`src/sv/ustc_pkg.sv`:
```
// ============================================================================
// ustc_pkg: shared types and constants for the Unix time to calendar pipeline
// Holds field widths, stage counts, division constants and the month table.
// ============================================================================
package ustc_pkg;

    // Field widths
    localparam int UNIX_W   = 38;
    localparam int OFFSET_W = 17;
    localparam int LOCAL_W  = 39;
    localparam int DAYS_W   = 22;
    localparam int SECS_W   = 17;
    localparam int YEAR_W   = 14;
    localparam int MONTH_W  = 4;
    localparam int DAY_W    = 5;
    localparam int HOUR_W   = 5;
    localparam int MINUTE_W = 6;
    localparam int TDATA_W  = 40;

    // Pipeline shape
    localparam int SPLIT_STAGES = 4;
    localparam int DATE_STAGES  = 9;
    localparam int TOD_CALC     = 3;
    localparam int TOD_DELAY    = DATE_STAGES - TOD_CALC;
    localparam int NUM_STAGES   = SPLIT_STAGES + DATE_STAGES + 1;

    localparam logic [OFFSET_W-1:0] OFFSET_RESET = 17'd7200;

    // First local second of year 10000
    localparam logic [LOCAL_W-1:0] LIMIT_SECS = 39'd253402300800;

    // 86400 = 128 * 675; quotient by 675 is estimated then corrected once
    localparam logic [9:0]  DAY_ODD   = 10'd675;
    localparam logic [22:0] MAGIC_675 = 23'((64'd1 << 32) / 64'd675);

    // Exact reciprocal constants: ceil(2^k / d) with k = n + ceil(log2 d)
    localparam logic [13:0] MAGIC_225  = 14'(((64'd1 << 21) + 64'd224) / 64'd225);
    localparam logic [10:0] MAGIC_15   = 11'(((64'd1 << 14) + 64'd14) / 64'd15);
    localparam logic [22:0] MAGIC_ERA  = 23'(((64'd1 << 40) + 64'd146096) / 64'd146097);
    localparam logic [18:0] MAGIC_1460 = 19'(((64'd1 << 29) + 64'd1459) / 64'd1460);
    localparam logic [18:0] MAGIC_365  = 19'(((64'd1 << 27) + 64'd364) / 64'd365);
    localparam logic [9:0]  MAGIC_100  = 10'(((64'd1 << 16) + 64'd99) / 64'd100);
    localparam logic [11:0] MAGIC_153  = 12'(((64'd1 << 19) + 64'd152) / 64'd153);

    // Days from 0000-03-01 to 1970-01-01
    localparam logic [DAYS_W-1:0] EPOCH_SHIFT = 22'd719468;
    localparam logic [17:0]       DAYS_400Y   = 18'd146097;

    typedef struct packed {
        logic [DAYS_W-1:0] days;
        logic [SECS_W-1:0] secs;
        logic              oor;
    } split_t;

    typedef struct packed {
        logic [HOUR_W-1:0]   hour;
        logic [MINUTE_W-1:0] minute;
    } tod_t;

    typedef struct packed {
        logic [YEAR_W-1:0]  year;
        logic [MONTH_W-1:0] month;
        logic [DAY_W-1:0]   day;
        logic               oor;
    } date_t;

    // Day of March-based year on which month index mp starts: (153*mp+2)/5
    function automatic logic [8:0] month_start(input logic [3:0] mp);
        logic [8:0] ms;
        begin
            case (mp)
                4'd0:    ms = 9'd0;
                4'd1:    ms = 9'd31;
                4'd2:    ms = 9'd61;
                4'd3:    ms = 9'd92;
                4'd4:    ms = 9'd122;
                4'd5:    ms = 9'd153;
                4'd6:    ms = 9'd184;
                4'd7:    ms = 9'd214;
                4'd8:    ms = 9'd245;
                4'd9:    ms = 9'd275;
                4'd10:   ms = 9'd306;
                4'd11:   ms = 9'd337;
                default: ms = 9'd0;
            endcase
            return ms;
        end
    endfunction

endpackage

```
`src/sv/ustc_day_split.sv`:
```
// ============================================================================
// ustc_day_split: local time, range check and day / second-of-day split
// Four stages: offset add and clamp, reciprocal multiply, back-multiply,
// remainder correction.
// ============================================================================
module ustc_day_split
(
    input  logic                                clk,
    input  logic [ustc_pkg::SPLIT_STAGES-1:0]   adv,
    input  logic [ustc_pkg::UNIX_W-1:0]         unix_seconds,
    input  logic [ustc_pkg::OFFSET_W-1:0]       utc_offset_seconds,
    output ustc_pkg::split_t                    split_out
);

    logic [39:0]                  sum_c;
    logic [ustc_pkg::LOCAL_W-1:0] local_c;
    logic [ustc_pkg::LOCAL_W-1:0] local_reg;
    logic                         oor0_reg;

    logic [31:0]                  q1_c;
    logic [54:0]                  p1_c;
    logic [ustc_pkg::DAYS_W-1:0]  qe1_reg;
    logic [31:0]                  q1_1_reg;
    logic [6:0]                   r1_1_reg;
    logic                         oor1_reg;

    logic [31:0]                  prod2_c;
    logic [31:0]                  prod2_reg;
    logic [ustc_pkg::DAYS_W-1:0]  qe2_reg;
    logic [31:0]                  q1_2_reg;
    logic [6:0]                   r1_2_reg;
    logic                         oor2_reg;

    logic [31:0]                  diff3_c;
    logic [10:0]                  rem3_c;
    logic                         fix3_c;
    logic [10:0]                  rem3_fixed_c;
    ustc_pkg::split_t             split_next;
    ustc_pkg::split_t             split_reg;

    // Stage 0: add the signed offset, clamp below zero
    assign sum_c   = {2'b00, unix_seconds}
                   + {{(40 - ustc_pkg::OFFSET_W){utc_offset_seconds[ustc_pkg::OFFSET_W-1]}},
                      utc_offset_seconds};
    assign local_c = sum_c[39] ? '0 : sum_c[ustc_pkg::LOCAL_W-1:0];

    always_ff @(posedge clk)
    begin
        if (adv[0])
        begin
            local_reg <= local_c;
            oor0_reg  <= (local_c >= ustc_pkg::LIMIT_SECS);
        end
    end

    // Stage 1: estimate (local >> 7) / 675, low by at most one
    assign q1_c = local_reg[ustc_pkg::LOCAL_W-1:7];
    assign p1_c = 55'(q1_c) * 55'(ustc_pkg::MAGIC_675);

    always_ff @(posedge clk)
    begin
        if (adv[1])
        begin
            qe1_reg  <= p1_c[53:32];
            q1_1_reg <= q1_c;
            r1_1_reg <= local_reg[6:0];
            oor1_reg <= oor0_reg;
        end
    end

    // Stage 2: multiply the estimate back
    assign prod2_c = 32'(qe1_reg) * 32'(ustc_pkg::DAY_ODD);

    always_ff @(posedge clk)
    begin
        if (adv[2])
        begin
            prod2_reg <= prod2_c;
            qe2_reg   <= qe1_reg;
            q1_2_reg  <= q1_1_reg;
            r1_2_reg  <= r1_1_reg;
            oor2_reg  <= oor1_reg;
        end
    end

    // Stage 3: remainder below 1350, correct once
    assign diff3_c      = q1_2_reg - prod2_reg;
    assign rem3_c       = diff3_c[10:0];
    assign fix3_c       = (rem3_c >= 11'(ustc_pkg::DAY_ODD));
    assign rem3_fixed_c = fix3_c ? (rem3_c - 11'(ustc_pkg::DAY_ODD)) : rem3_c;

    always_comb
    begin
        split_next.days = qe2_reg + ustc_pkg::DAYS_W'(fix3_c);
        split_next.secs = {rem3_fixed_c[9:0], r1_2_reg};
        split_next.oor  = oor2_reg;
    end

    always_ff @(posedge clk)
    begin
        if (adv[3])
        begin
            split_reg <= split_next;
        end
    end

    assign split_out = split_reg;

endmodule

```
`src/sv/ustc_time_of_day.sv`:
```
// ============================================================================
// ustc_time_of_day: hour and minute from the second of the day
// Three compute stages, then a delay line that lines up with the date path.
// ============================================================================
module ustc_time_of_day
(
    input  logic                               clk,
    input  logic [ustc_pkg::DATE_STAGES-1:0]   adv,
    input  logic [ustc_pkg::SECS_W-1:0]        secs,
    output ustc_pkg::tod_t                     tod_out
);

    logic [12:0]                   t0_c;
    logic [26:0]                   ph0_c;
    logic [ustc_pkg::HOUR_W-1:0]   h0_reg;
    logic [12:0]                   t0_reg;
    logic [3:0]                    lo0_reg;

    logic [12:0]                   rem1_c;
    logic [ustc_pkg::HOUR_W-1:0]   h1_reg;
    logic [11:0]                   mm1_reg;

    logic [20:0]                   pm2_c;
    ustc_pkg::tod_t                tod2_next;
    ustc_pkg::tod_t                tod2_reg;

    ustc_pkg::tod_t                dly_reg [ustc_pkg::TOD_DELAY];

    // Stage 0: hour = (secs >> 4) / 225
    assign t0_c  = secs[ustc_pkg::SECS_W-1:4];
    assign ph0_c = 27'(t0_c) * 27'(ustc_pkg::MAGIC_225);

    always_ff @(posedge clk)
    begin
        if (adv[0])
        begin
            h0_reg  <= ph0_c[25:21];
            t0_reg  <= t0_c;
            lo0_reg <= secs[3:0];
        end
    end

    // Stage 1: seconds within the hour
    assign rem1_c = t0_reg - 13'(h0_reg) * 13'd225;

    always_ff @(posedge clk)
    begin
        if (adv[1])
        begin
            h1_reg  <= h0_reg;
            mm1_reg <= {rem1_c[7:0], lo0_reg};
        end
    end

    // Stage 2: minute = (sec_of_hour >> 2) / 15
    assign pm2_c = 21'(mm1_reg[11:2]) * 21'(ustc_pkg::MAGIC_15);

    always_comb
    begin
        tod2_next.hour   = h1_reg;
        tod2_next.minute = pm2_c[19:14];
    end

    always_ff @(posedge clk)
    begin
        if (adv[2])
        begin
            tod2_reg <= tod2_next;
        end
    end

    // Hold results in step with the date path
    always_ff @(posedge clk)
    begin
        if (adv[ustc_pkg::TOD_CALC])
        begin
            dly_reg[0] <= tod2_reg;
        end
        for (int i = 1; i < ustc_pkg::TOD_DELAY; i++)
        begin
            if (adv[ustc_pkg::TOD_CALC + i])
            begin
                dly_reg[i] <= dly_reg[i-1];
            end
        end
    end

    assign tod_out = dly_reg[ustc_pkg::TOD_DELAY-1];

endmodule

```
`src/sv/ustc_civil_date.sv`:
```
// ============================================================================
// ustc_civil_date: Gregorian year, month and day from days since 1970
// Nine stages over a March-based 400-year era decomposition.
// ============================================================================
module ustc_civil_date
(
    input  logic                               clk,
    input  logic [ustc_pkg::DATE_STAGES-1:0]   adv,
    input  logic [ustc_pkg::DAYS_W-1:0]        days,
    input  logic                               oor,
    output ustc_pkg::date_t                    date_out
);

    logic                          oor_reg [ustc_pkg::DATE_STAGES-1];

    logic [ustc_pkg::DAYS_W-1:0]   z0_reg;

    logic [44:0]                   pe1_c;
    logic [4:0]                    era1_reg;
    logic [ustc_pkg::DAYS_W-1:0]   z1_reg;

    logic [ustc_pkg::DAYS_W-1:0]   doe2_c;
    logic [4:0]                    era2_reg;
    logic [17:0]                   doe2_reg;

    logic [36:0]                   pa3_c;
    logic [2:0]                    b3_c;
    logic [17:0]                   num3_c;
    logic [4:0]                    era3_reg;
    logic [17:0]                   doe3_reg;
    logic [17:0]                   num3_reg;

    logic [36:0]                   py4_c;
    logic [4:0]                    era4_reg;
    logic [17:0]                   doe4_reg;
    logic [8:0]                    yoe4_reg;

    logic [18:0]                   pc5_c;
    logic [4:0]                    era5_reg;
    logic [17:0]                   doe5_reg;
    logic [8:0]                    yoe5_reg;
    logic [17:0]                   base5_reg;
    logic [2:0]                    c5_reg;

    logic [17:0]                   doy6_c;
    logic [8:0]                    doy6_reg;
    logic [ustc_pkg::YEAR_W-1:0]   y6_reg;

    logic [10:0]                   x7_c;
    logic [22:0]                   pmp7_c;
    logic [3:0]                    mp7_reg;
    logic [8:0]                    doy7_reg;
    logic [ustc_pkg::YEAR_W-1:0]   y7_reg;

    logic [8:0]                    dd8_c;
    logic                          late8_c;
    ustc_pkg::date_t               date_next;
    ustc_pkg::date_t               date_reg;

    // Carry the range flag beside the data
    always_ff @(posedge clk)
    begin
        if (adv[0])
        begin
            oor_reg[0] <= oor;
        end
        for (int i = 1; i < ustc_pkg::DATE_STAGES - 1; i++)
        begin
            if (adv[i])
            begin
                oor_reg[i] <= oor_reg[i-1];
            end
        end
    end

    // Stage 0: shift to days since 0000-03-01
    always_ff @(posedge clk)
    begin
        if (adv[0])
        begin
            z0_reg <= days + ustc_pkg::EPOCH_SHIFT;
        end
    end

    // Stage 1: 400-year era
    assign pe1_c = 45'(z0_reg) * 45'(ustc_pkg::MAGIC_ERA);

    always_ff @(posedge clk)
    begin
        if (adv[1])
        begin
            era1_reg <= pe1_c[44:40];
            z1_reg   <= z0_reg;
        end
    end

    // Stage 2: day of era
    assign doe2_c = z1_reg - ustc_pkg::DAYS_W'(era1_reg) * ustc_pkg::DAYS_W'(ustc_pkg::DAYS_400Y);

    always_ff @(posedge clk)
    begin
        if (adv[2])
        begin
            era2_reg <= era1_reg;
            doe2_reg <= doe2_c[17:0];
        end
    end

    // Stage 3: drop leap days of the era before dividing by 365
    assign pa3_c  = 37'(doe2_reg) * 37'(ustc_pkg::MAGIC_1460);
    assign b3_c   = 3'(doe2_reg >= 18'd36524) + 3'(doe2_reg >= 18'd73048)
                  + 3'(doe2_reg >= 18'd109572) + 3'(doe2_reg >= 18'd146096);
    assign num3_c = doe2_reg - 18'(pa3_c[35:29]) + 18'(b3_c)
                  - 18'(doe2_reg == 18'd146096);

    always_ff @(posedge clk)
    begin
        if (adv[3])
        begin
            era3_reg <= era2_reg;
            doe3_reg <= doe2_reg;
            num3_reg <= num3_c;
        end
    end

    // Stage 4: year of era
    assign py4_c = 37'(num3_reg) * 37'(ustc_pkg::MAGIC_365);

    always_ff @(posedge clk)
    begin
        if (adv[4])
        begin
            era4_reg <= era3_reg;
            doe4_reg <= doe3_reg;
            yoe4_reg <= py4_c[35:27];
        end
    end

    // Stage 5: days before the year, without the century correction
    assign pc5_c = 19'(yoe4_reg) * 19'(ustc_pkg::MAGIC_100);

    always_ff @(posedge clk)
    begin
        if (adv[5])
        begin
            era5_reg  <= era4_reg;
            doe5_reg  <= doe4_reg;
            yoe5_reg  <= yoe4_reg;
            base5_reg <= 18'(yoe4_reg) * 18'd365 + 18'(yoe4_reg[8:2]);
            c5_reg    <= pc5_c[18:16];
        end
    end

    // Stage 6: day of March-based year and full year
    assign doy6_c = doe5_reg - base5_reg + 18'(c5_reg);

    always_ff @(posedge clk)
    begin
        if (adv[6])
        begin
            doy6_reg <= doy6_c[8:0];
            y6_reg   <= ustc_pkg::YEAR_W'(era5_reg) * ustc_pkg::YEAR_W'(400)
                      + ustc_pkg::YEAR_W'(yoe5_reg);
        end
    end

    // Stage 7: March-based month index
    assign x7_c   = 11'(doy6_reg) * 11'd5 + 11'd2;
    assign pmp7_c = 23'(x7_c) * 23'(ustc_pkg::MAGIC_153);

    always_ff @(posedge clk)
    begin
        if (adv[7])
        begin
            mp7_reg  <= pmp7_c[22:19];
            doy7_reg <= doy6_reg;
            y7_reg   <= y6_reg;
        end
    end

    // Stage 8: calendar month, day, and year roll for January and February
    assign dd8_c   = doy7_reg - ustc_pkg::month_start(mp7_reg) + 9'd1;
    assign late8_c = (mp7_reg >= 4'd10);

    always_comb
    begin
        date_next.year  = y7_reg + ustc_pkg::YEAR_W'(late8_c);
        date_next.month = late8_c ? (mp7_reg - 4'd9) : (mp7_reg + 4'd3);
        date_next.day   = dd8_c[ustc_pkg::DAY_W-1:0];
        date_next.oor   = oor_reg[ustc_pkg::DATE_STAGES-2];
    end

    always_ff @(posedge clk)
    begin
        if (adv[8])
        begin
            date_reg <= date_next;
        end
    end

    assign date_out = date_reg;

endmodule

```
`src/sv/unix_seconds_to_calendar_top.sv`:
```
// Pipeline: 4 split stages, 9 date stages and the output register, in that order.
// Throughput: one item per cycle unless the result stream stalls on m_tready.
// Each stage advances when empty or when the stage after it advances.
// Reset (rst_n low, asynchronous): pipeline emptied, offset set to 7200 seconds.
// ============================================================================
// unix_seconds_to_calendar_top: Unix time to local calendar date and time
// Adds the UTC offset, splits into days and seconds, and decodes the
// Gregorian date and the time of day in parallel pipelines.
// ============================================================================
module unix_seconds_to_calendar_top
(
    input  logic                              clk,
    input  logic                              rst_n,
    // Offset register write
    input  logic                              cfg_wr_en,
    input  logic [ustc_pkg::OFFSET_W-1:0]     cfg_wr_data,
    // Input stream
    input  logic                              s_tvalid,
    output logic                              s_tready,
    input  logic [ustc_pkg::TDATA_W-1:0]      s_tdata,   // [37:0] unix_seconds
    // Result stream
    output logic                              m_tvalid,
    input  logic                              m_tready,
    output logic [ustc_pkg::TDATA_W-1:0]      m_tdata,   // [13:0] year, [17:14] month,
                                                         // [22:18] day_of_month,
                                                         // [27:23] hour, [33:28] minute
    output logic                              m_tuser    // [0] out_of_range
);

    localparam int LAST = ustc_pkg::NUM_STAGES - 1;

    logic [ustc_pkg::OFFSET_W-1:0]   offset_reg;
    logic [ustc_pkg::NUM_STAGES-1:0] valid_reg;
    logic [ustc_pkg::NUM_STAGES-1:0] adv;

    ustc_pkg::split_t                split_w;
    ustc_pkg::tod_t                  tod_w;
    ustc_pkg::date_t                 date_w;

    logic [ustc_pkg::TDATA_W-1:0]    tdata_next;
    logic [ustc_pkg::TDATA_W-1:0]    tdata_reg;
    logic                            tuser_reg;

    // Offset register; to be written only while the pipeline is idle, which the block itself does not enforce
    always_ff @(posedge clk or negedge rst_n)
    begin
        if (!rst_n)
        begin
            offset_reg <= ustc_pkg::OFFSET_RESET;
        end
        else if (cfg_wr_en)
        begin
            offset_reg <= cfg_wr_data;
        end
    end

    // Advance a stage when it is empty or its successor advances; the last
    // stage advances when its transfer completes or it holds nothing
    always_comb
    begin
        adv[LAST] = !valid_reg[LAST] || m_tready;
        for (int i = LAST - 1; i >= 0; i--)
        begin
            adv[i] = !valid_reg[i] || adv[i+1];
        end
    end

    // Valid bits travel with the data
    always_ff @(posedge clk or negedge rst_n)
    begin
        if (!rst_n)
        begin
            valid_reg <= '0;
        end
        else
        begin
            if (adv[0])
            begin
                valid_reg[0] <= s_tvalid;
            end
            for (int i = 1; i < ustc_pkg::NUM_STAGES; i++)
            begin
                if (adv[i])
                begin
                    valid_reg[i] <= valid_reg[i-1];
                end
            end
        end
    end

    assign s_tready = adv[0];

    ustc_day_split u_split
    (
        .clk                (clk),
        .adv                (adv[ustc_pkg::SPLIT_STAGES-1:0]),
        .unix_seconds       (s_tdata[ustc_pkg::UNIX_W-1:0]),
        .utc_offset_seconds (offset_reg),
        .split_out          (split_w)
    );

    ustc_time_of_day u_tod
    (
        .clk     (clk),
        .adv     (adv[LAST-1:ustc_pkg::SPLIT_STAGES]),
        .secs    (split_w.secs),
        .tod_out (tod_w)
    );

    ustc_civil_date u_date
    (
        .clk      (clk),
        .adv      (adv[LAST-1:ustc_pkg::SPLIT_STAGES]),
        .days     (split_w.days),
        .oor      (split_w.oor),
        .date_out (date_w)
    );

    // Output register: drop the date fields when out of range
    always_comb
    begin
        tdata_next = '0;
        if (!date_w.oor)
        begin
            tdata_next[13:0]  = date_w.year;
            tdata_next[17:14] = date_w.month;
            tdata_next[22:18] = date_w.day;
        end
        tdata_next[27:23] = tod_w.hour;
        tdata_next[33:28] = tod_w.minute;
    end

    always_ff @(posedge clk)
    begin
        if (adv[LAST])
        begin
            tdata_reg <= tdata_next;
            tuser_reg <= date_w.oor;
        end
    end

    assign m_tvalid = valid_reg[LAST];
    assign m_tdata  = tdata_reg;
    assign m_tuser  = tuser_reg;

endmodule

```
`config.mk`:
```
export PLATFORM = sky130hd
export DESIGN_NAME = unix_seconds_to_calendar_top
export DESIGN_NICKNAME = d
export VERILOG_FILES = /design/src/sv/ustc_pkg.sv /design/src/sv/ustc_day_split.sv /design/src/sv/ustc_time_of_day.sv /design/src/sv/ustc_civil_date.sv /design/src/sv/unix_seconds_to_calendar_top.sv
export SDC_FILE = /design/constraint.sdc
export NUM_CORES = 2
export LEC_CHECK = 0
export BUFFER_PORTS_ARGS = -buffer_cell sky130_fd_sc_hd__buf_2
export CAP_MARGIN = 20
export CORE_ASPECT_RATIO = 0.9
export CORE_UTILIZATION = 57
export DETAILED_ROUTE_END_ITERATION = 10
export GPL_TIMING_DRIVEN = 0
export PLACE_DENSITY_LB_ADDON = 0.12
export SETUP_SLACK_MARGIN = 0.5
export SLEW_MARGIN = 20
export SYNTH_ARGS = -nofsm -noshare
export SYNTH_HDL_FRONTEND = slang
export SYNTH_SLANG_ARGS = --single-unit
```
`constraint.sdc`:
```
create_clock -name clk -period 16.75 [get_ports clk]
set_input_delay 1.675 -clock clk [delete_from_list [all_inputs] [get_ports clk]]
set_output_delay 1.675 -clock clk [all_outputs]
set_load 0.1 [all_outputs]
```
* Word level (Yosys, flattened, before mapping)
Memories as Yosys holds them, arrays and structs flattened. A register that Yosys moved wholly into a read port is not among the register bits. Cells that the tools add are included.
Word-level totals: bits in registers 500, bits in writable memories 74, bits in read-only memories 144, input bits 62, logic and storage cells 160, memories 3
Cells by class: $add $sub $neg 23, multipliers 14, $lt $le $gt $ge 7, equal/unequal tests 1, multiplexer cells 22, reduce and logical (&&, ||, !) cells 28
Memories:
- (name not given) | depth 16, bits a word 9, read ports 1, clocked after Yosys merged registers in 1, write ports 0, RTL line ustc_pkg.sv:71 | case (mp)
- u_tod.dly_reg | depth 6, bits a word 11, read ports 6, clocked after Yosys merged registers in 1, write ports 6, RTL line ustc_time_of_day.sv:27 | ustc_pkg::tod_t dly_reg [ustc_pkg::TOD_DELAY];
- u_date.oor_reg | depth 8, bits a word 1, read ports 8, clocked after Yosys merged registers in 1, write ports 8, RTL line ustc_civil_date.sv:14 | logic oor_reg [ustc_pkg::DATE_STAGES-1];
Operators with widths (number):
- 18-bit by 16-bit multiplier with 33-bit output, second input constant | 2
- 32-bit by 22-bit multiplier with 53-bit output, second input constant | 1
- 22-bit by 22-bit multiplier with 44-bit output, second input constant | 1
- 39-bit by 17-bit adder with 40-bit output | 1
- 39-bit by 38-bit greater-or-equal comparator with 1-bit output, second input constant | 1
- 39-bit two-way mux | 1
- 18-bit by 17-bit greater-or-equal comparator with 1-bit output, second input constant | 2
- 13-bit by 14-bit multiplier with 26-bit output, second input constant | 1
- 11-bit by 12-bit multiplier with 23-bit output, second input constant | 1
- 22-bit by 1-bit adder with 22-bit output | 1
- 22-bit by 20-bit adder with 22-bit output, second input constant | 1
- 22-bit by 10-bit multiplier with 11-bit output, second input constant | 1
- 10-bit by 11-bit multiplier with 20-bit output, second input constant | 1
- 18-bit by 3-bit adder with 18-bit output | 1
- 18-bit == test, second input constant | 1
- 18-bit by 16-bit greater-or-equal comparator with 1-bit output, second input constant | 1
- 18-bit greater-or-equal comparator, second input constant | 1
- 5-bit by 18-bit multiplier with 18-bit output, second input constant | 1
- 1-bit two-way mux | 18
- 18-bit by 1-bit subtractor with 18-bit output | 1
- 18-bit subtractor | 1
- 18-bit by 7-bit subtractor with 18-bit output | 1
- 9-bit by 6-bit multiplier with 15-bit output, second input constant | 1
- 14-bit by 1-bit adder with 14-bit output | 1
- 24 further kinds | 52

* Longest topological paths before layout
depth after elaboration 15, depth in mapped cells 38, gate-level depth less buffers 38

* Modules after synthesis
A second synthesis with hierarchy kept.
Second synthesis, totals: cells, all modules 5294, area, all modules 62316.0 µm²
Modules (own cells, without submodules):
- ustc_civil_date | times used 1, cells each 2958, area each 33836.2 µm², sequential area each 7186.9 µm²
- ustc_day_split | times used 1, cells each 1653, area each 18875.6 µm², sequential area each 5165.0 µm²
- ustc_time_of_day | times used 1, cells each 526, area each 7060.5 µm², sequential area each 3213.1 µm²
- unix_seconds_to_calendar_top | times used 1, cells each 157, area each 2543.7 µm², sequential area each 1831.8 µm²

* Worst setup path after synthesis
No wires, ideal clock.
kind input port to output port, from input port m_tready, to output port s_tready, data arrival time 6988 ps, required time 15075 ps, setup slack 8087 ps, stages 9, cell sequence nor2b_1 and3_1 nand4_1 inv_1 and3_1 and3_1 nand3_1 inv_1 nand3_1
On the way: longest elaborated chain between the ends 14
Ends and longest elaborated chain:
- from (decl) | RTL line unix_seconds_to_calendar_top.sv:23 | input logic m_tready,
- 1-bit logical OR | RTL line unix_seconds_to_calendar_top.sv:61 | adv[LAST] = !valid_reg[LAST] || m_tready;
- 1-bit logical OR (5 in series) | RTL line unix_seconds_to_calendar_top.sv:64 | adv[i] = !valid_reg[i] || adv[i+1];
- via adv (one bit) | RTL line unix_seconds_to_calendar_top.sv:34 | logic [ustc_pkg::NUM_STAGES-1:0] adv;
- 1-bit logical OR (6 in series) | RTL line unix_seconds_to_calendar_top.sv:64
- via adv (one bit) | RTL line unix_seconds_to_calendar_top.sv:34
- 1-bit logical OR (2 in series) | RTL line unix_seconds_to_calendar_top.sv:64
- to (decl) | RTL line unix_seconds_to_calendar_top.sv:19 | output logic s_tready,
The timed path passes the listed nets, and every way through them passes these cells.

* Worst setup path after layout
from register u_date.doe2_reg[13], to register u_date.num3_reg[16], data pin
On the way: longest elaborated chain between the ends 6, elaborated cells on any way between the ends 12, those cells by class 6 x add/sub; 1 x mul; 4 x order compare; 1 x eq/ne
Ends and longest elaborated chain:
- from (decl) | RTL line ustc_civil_date.sv:24 | logic [17:0] doe2_reg;
- from (signal assigned) | RTL line ustc_civil_date.sv:105 | doe2_reg <= doe2_c[17:0];
- parallel branches: the longest is 5 deep, another holds 18-bit by 16-bit multiplier with 33-bit output
- 18-bit by 1-bit subtractor with 18-bit output * | RTL line ustc_civil_date.sv:114 | - 18'(doe2_reg == 18'd146096);
- via u_date.num3_c[16] | RTL line ustc_civil_date.sv:28 | logic [17:0] num3_c;
- to (signal assigned) | RTL line ustc_civil_date.sv:122 | num3_reg <= num3_c;
- to (decl) | RTL line ustc_civil_date.sv:31 | logic [17:0] num3_reg;
Mark *: on every way through the listed nets, which the timed path passes. A chain may end at the register's enable or synchronous reset.

==> impl_metrics.yaml <==
status:
  run_status: "complete, no violations"
synth:
  synth_fa_ha_area_frac: 0.499
  post_synth_inst_count: 5172
  asyncSetResetFlopFracSynth: 0.0536
  yosys-top-cells-count: "sky130_fd_sc_hd__ha_1, sky130_fd_sc_hd__inv_1, sky130_fd_sc_hd__fa_1"
  netlist.area_leader.share: 0.270
  synth.cell_area_um2: 61200
  post_synth_mux_area_share: 0.00489
  synth.distinct_cells: 86
  dominant_combinational_cell_family_by_area_after_synthesis: "adder cells"
  ys_seq_area_frac: 0.281
  post-synth-top-area-cell: "sky130_fd_sc_hd__ha_1"
  synth.area.top_cells: "sky130_fd_sc_hd__ha_1, sky130_fd_sc_hd__edfxtp_1, sky130_fd_sc_hd__fa_1"
  number_of_flops_mapped_to_enable_cells_by_yosys: 542
  synth_warnings: 0
  synth.most_common_cell: "sky130_fd_sc_hd__ha_1"
  flip_flop_and_latch_count_after_synthesis: 578
  syn_avg_cell_area_um2: 11.8
  synth-simple-area-share: 0.0452
  synth_compound_gate_area_share: 0.0551
  synth-xor-area-share: 0.0397
  most_used_flip_flop_cell_after_synthesis: "sky130_fd_sc_hd__edfxtp_1"
cells_and_area:
  design_area_um2: 65900
  finish.utilization: 0.622
  design.final.nets: 7432
  syn2layout_area_growth_pct: 7.75
  layout.filler_cells: 8392
  drive_above_1_share: 0.0550
  largest_reg_flops: 66
  n_antenna_cell: 0
critical_path:
  critical_path.endpoint_type: "flop"
  worst_r2r_startpoint: "u_date.doe2_reg[13]"
  critical_path.slowest_cell: "sky130_fd_sc_hd__edfxtp_1"
  critical_path_required_ns: 17.14
  worst_path_largest_cell_delay_ns: 0.80
  crit_path_frequent_cell: "sky130_fd_sc_hd__fa_1"
  crit_type: "reg2reg"
  worst_ep_arrival_time_ns: 10.23
  crit_start: "u_date.doe2_reg[13]"
  critical_path.startpoint_type: "flop"
  worstPathMaxFanout: 10
route:
  total_wirelength_mm: 114
  route.detailed.wl_per_inst_um: 16.8
  drtPass1Iterations: 5
  drc_errors: 0
  routed_via_density: 5.25
  detailedRoute.firstIterationViolations: 1685
  antenna_violating_nets_post_route: 0
  num_vias: 35600
global_route:
  grt_max_degree: 49
  wire_length_of_the_first_global_routing_pass_mm: 192
  number_of_global_route_vias_before_repair: 37300
  overflow: 0
  antenna_violations_before_repair: 1
  grt.total_usage: 0.223
clock_tree:
  cts_hold_buffers: 0
  cts_buffers: 68
  clkTransAtPathRegs_ns: 0.06
  clock-sinks: 578
  htreeDepth: 3
  cts_root_buf: "sky130_fd_sc_hd__clkbuf_16"
  resized_cells_post_cts: 0
  clockBufferDepth: 3
  post_cts_buffers: 0
  clock_insertion_delay_worst_skew_ns: 0.66
  clock_tree_from_tritoncts: "built"
floorplanning:
  dieWidth_um: 347
  core_area_um2: 106000
  rows: 113
  num_io_pins: 105
  dieArea_um2: 109000
  chipHeight_um: 313
  initial_utilization: 0.577
timing:
  final_period_minus_worst_setup_slack_ns: 9.84
  hold_viol: 0
  worst_slew_pin_slew_ns: 1.05
  worst_slew_margin_relative_to_its_limit: 0.281
  final_max_slew_viol_count: 0
  clock-skew-final_ns: 0.0378
  setup_ws_ns: 6.91
  grt_setup_unrepaired: "false"
  final-setup-viol-count: 0
  max_freq_mhz: 102
  setup-tns-final_ns: 0
  post-route-period-util: 0.588
job:
  maxCapViolations: 0
place:
  detailed_placement_wirelength_estimate_mm: 94.4
  place_ws_ns: 6.94
  area_post_placement_um2: 63600
  gp_congestion: 0.878
  port-buffer-count: 95
worst_hold_path:
  hold_path.class: "reg2reg"
  holdCritStartpoint: "u_date.era3_reg[3]"
## cell families after synthesis
family | Yosys count
adder cells (fa/ha/maj) | 2019
buffers and inverters | 1222
flip-flops | 578
AND/OR/NAND/NOR | 535
AO/OA/AOI/OAI | 513
XOR/XNOR | 277
multiplexers | 27
other | 1
## cells in the final DEF, fill, tap and decap left out, types with 8 or more instances in the layout
| master | instances |
|---|---|
| sky130_fd_sc_hd__ha_1 | 1318 |
| sky130_fd_sc_hd__inv_1 | 1199 |
| sky130_fd_sc_hd__fa_1 | 701 |
| sky130_fd_sc_hd__edfxtp_1 | 542 |
| sky130_fd_sc_hd__xnor2_1 | 198 |
| sky130_fd_sc_hd__a21oi_1 | 154 |
| sky130_fd_sc_hd__nor2_1 | 130 |
| sky130_fd_sc_hd__buf_2 | 97 |
| sky130_fd_sc_hd__nand2_1 | 92 |
| sky130_fd_sc_hd__o21ai_0 | 88 |
| sky130_fd_sc_hd__a21o_1 | 79 |
| sky130_fd_sc_hd__xor2_1 | 79 |
| sky130_fd_sc_hd__clkbuf_16 | 68 |
| sky130_fd_sc_hd__nor2b_1 | 57 |
| sky130_fd_sc_hd__nand3_1 | 43 |
| sky130_fd_sc_hd__and3_1 | 36 |
| sky130_fd_sc_hd__nand2b_1 | 34 |
| sky130_fd_sc_hd__nor3_1 | 31 |
| sky130_fd_sc_hd__dfrtp_1 | 27 |
| sky130_fd_sc_hd__o21a_1 | 25 |
| sky130_fd_sc_hd__o21bai_1 | 20 |
| sky130_fd_sc_hd__nand4_1 | 20 |
| sky130_fd_sc_hd__a211oi_1 | 19 |
| sky130_fd_sc_hd__mux2_2 | 19 |
| sky130_fd_sc_hd__or2_2 | 18 |
| sky130_fd_sc_hd__clkbuf_1 | 17 |
| sky130_fd_sc_hd__or3_1 | 13 |
| sky130_fd_sc_hd__o211ai_1 | 13 |
| sky130_fd_sc_hd__and2_1 | 11 |
| sky130_fd_sc_hd__a31oi_1 | 11 |
| sky130_fd_sc_hd__o2111ai_1 | 10 |
| sky130_fd_sc_hd__clkinv_2 | 9 |
| sky130_fd_sc_hd__o31ai_1 | 9 |
| sky130_fd_sc_hd__a21boi_0 | 9 |
| sky130_fd_sc_hd__nand3b_1 | 8 |
| sky130_fd_sc_hd__and4_1 | 8 |
## metal layers
layer	wire length, um	part of all wire	GRT usage
met5	0	0	0
met1	56500	0.50	0.332
met4	2040	0.018	0.0487
met3	5400	0.047	0.0373
met2	50200	0.44	0.343
## critical path, delay by kind of cell (launching register included)
family / cells / cell delay [ns]
adder cells (fa/ha/maj): 10 / 4.65
AO/OA/AOI/OAI: 9 / 1.80
AND/OR/NAND/NOR: 7 / 1.34
flip-flops: 1 / 0.80
buffers and inverters: 6 / 0.64
XOR/XNOR: 2 / 0.36
## path summary, 6_finish.rpt
kind / endpoint / slack [ns] / cells past startpoint
worst min-delay path: u_date.era4_reg[3] / 0.40 / 0
max in group asynchronous: valid_reg[5] / 15.29 / 1
worst min register to register: u_date.era4_reg[3] / 0.40 / 0
worst max register to register: u_date.num3_reg[16] / 6.91 / 34
min in group asynchronous: offset_reg[4] / 1.04 / 1
worst max-delay path: u_date.num3_reg[16] / 6.91 / 34
## final cells by class
type                            count  area [um2]  share of cell area
Clock inverter                     41         509             0.00773
Inverter                         1203        4520              0.0686
Clock buffer                       82        1780              0.0271
Tap cell                         1380        1730              0.0262
Sequential cell                   578       17200               0.260
Buffer                             19        98.8             0.00150
Timing Repair Buffer              104         639             0.00970
Multi-Input combinational cell   3377       39500               0.599
## stage by stage
| stage | instances | hold slack [ns] |
|---|---|---|
| 2_1_floorplan | 5177 | 0.400 |
| 3_3_place_gp | 6652 | 0.400 |
| 3_5_place_dp | 6661 | 0.405 |
| 4_1_cts | 6784 | 0.386 |
| 5_1_grt | 6784 | 0.398 |
| 6_report | 6784 | 0.398 |
Power is left out: the tool's default activity adds up to more than one toggle a clock period on the data nets, which glitch-free logic cannot reach.
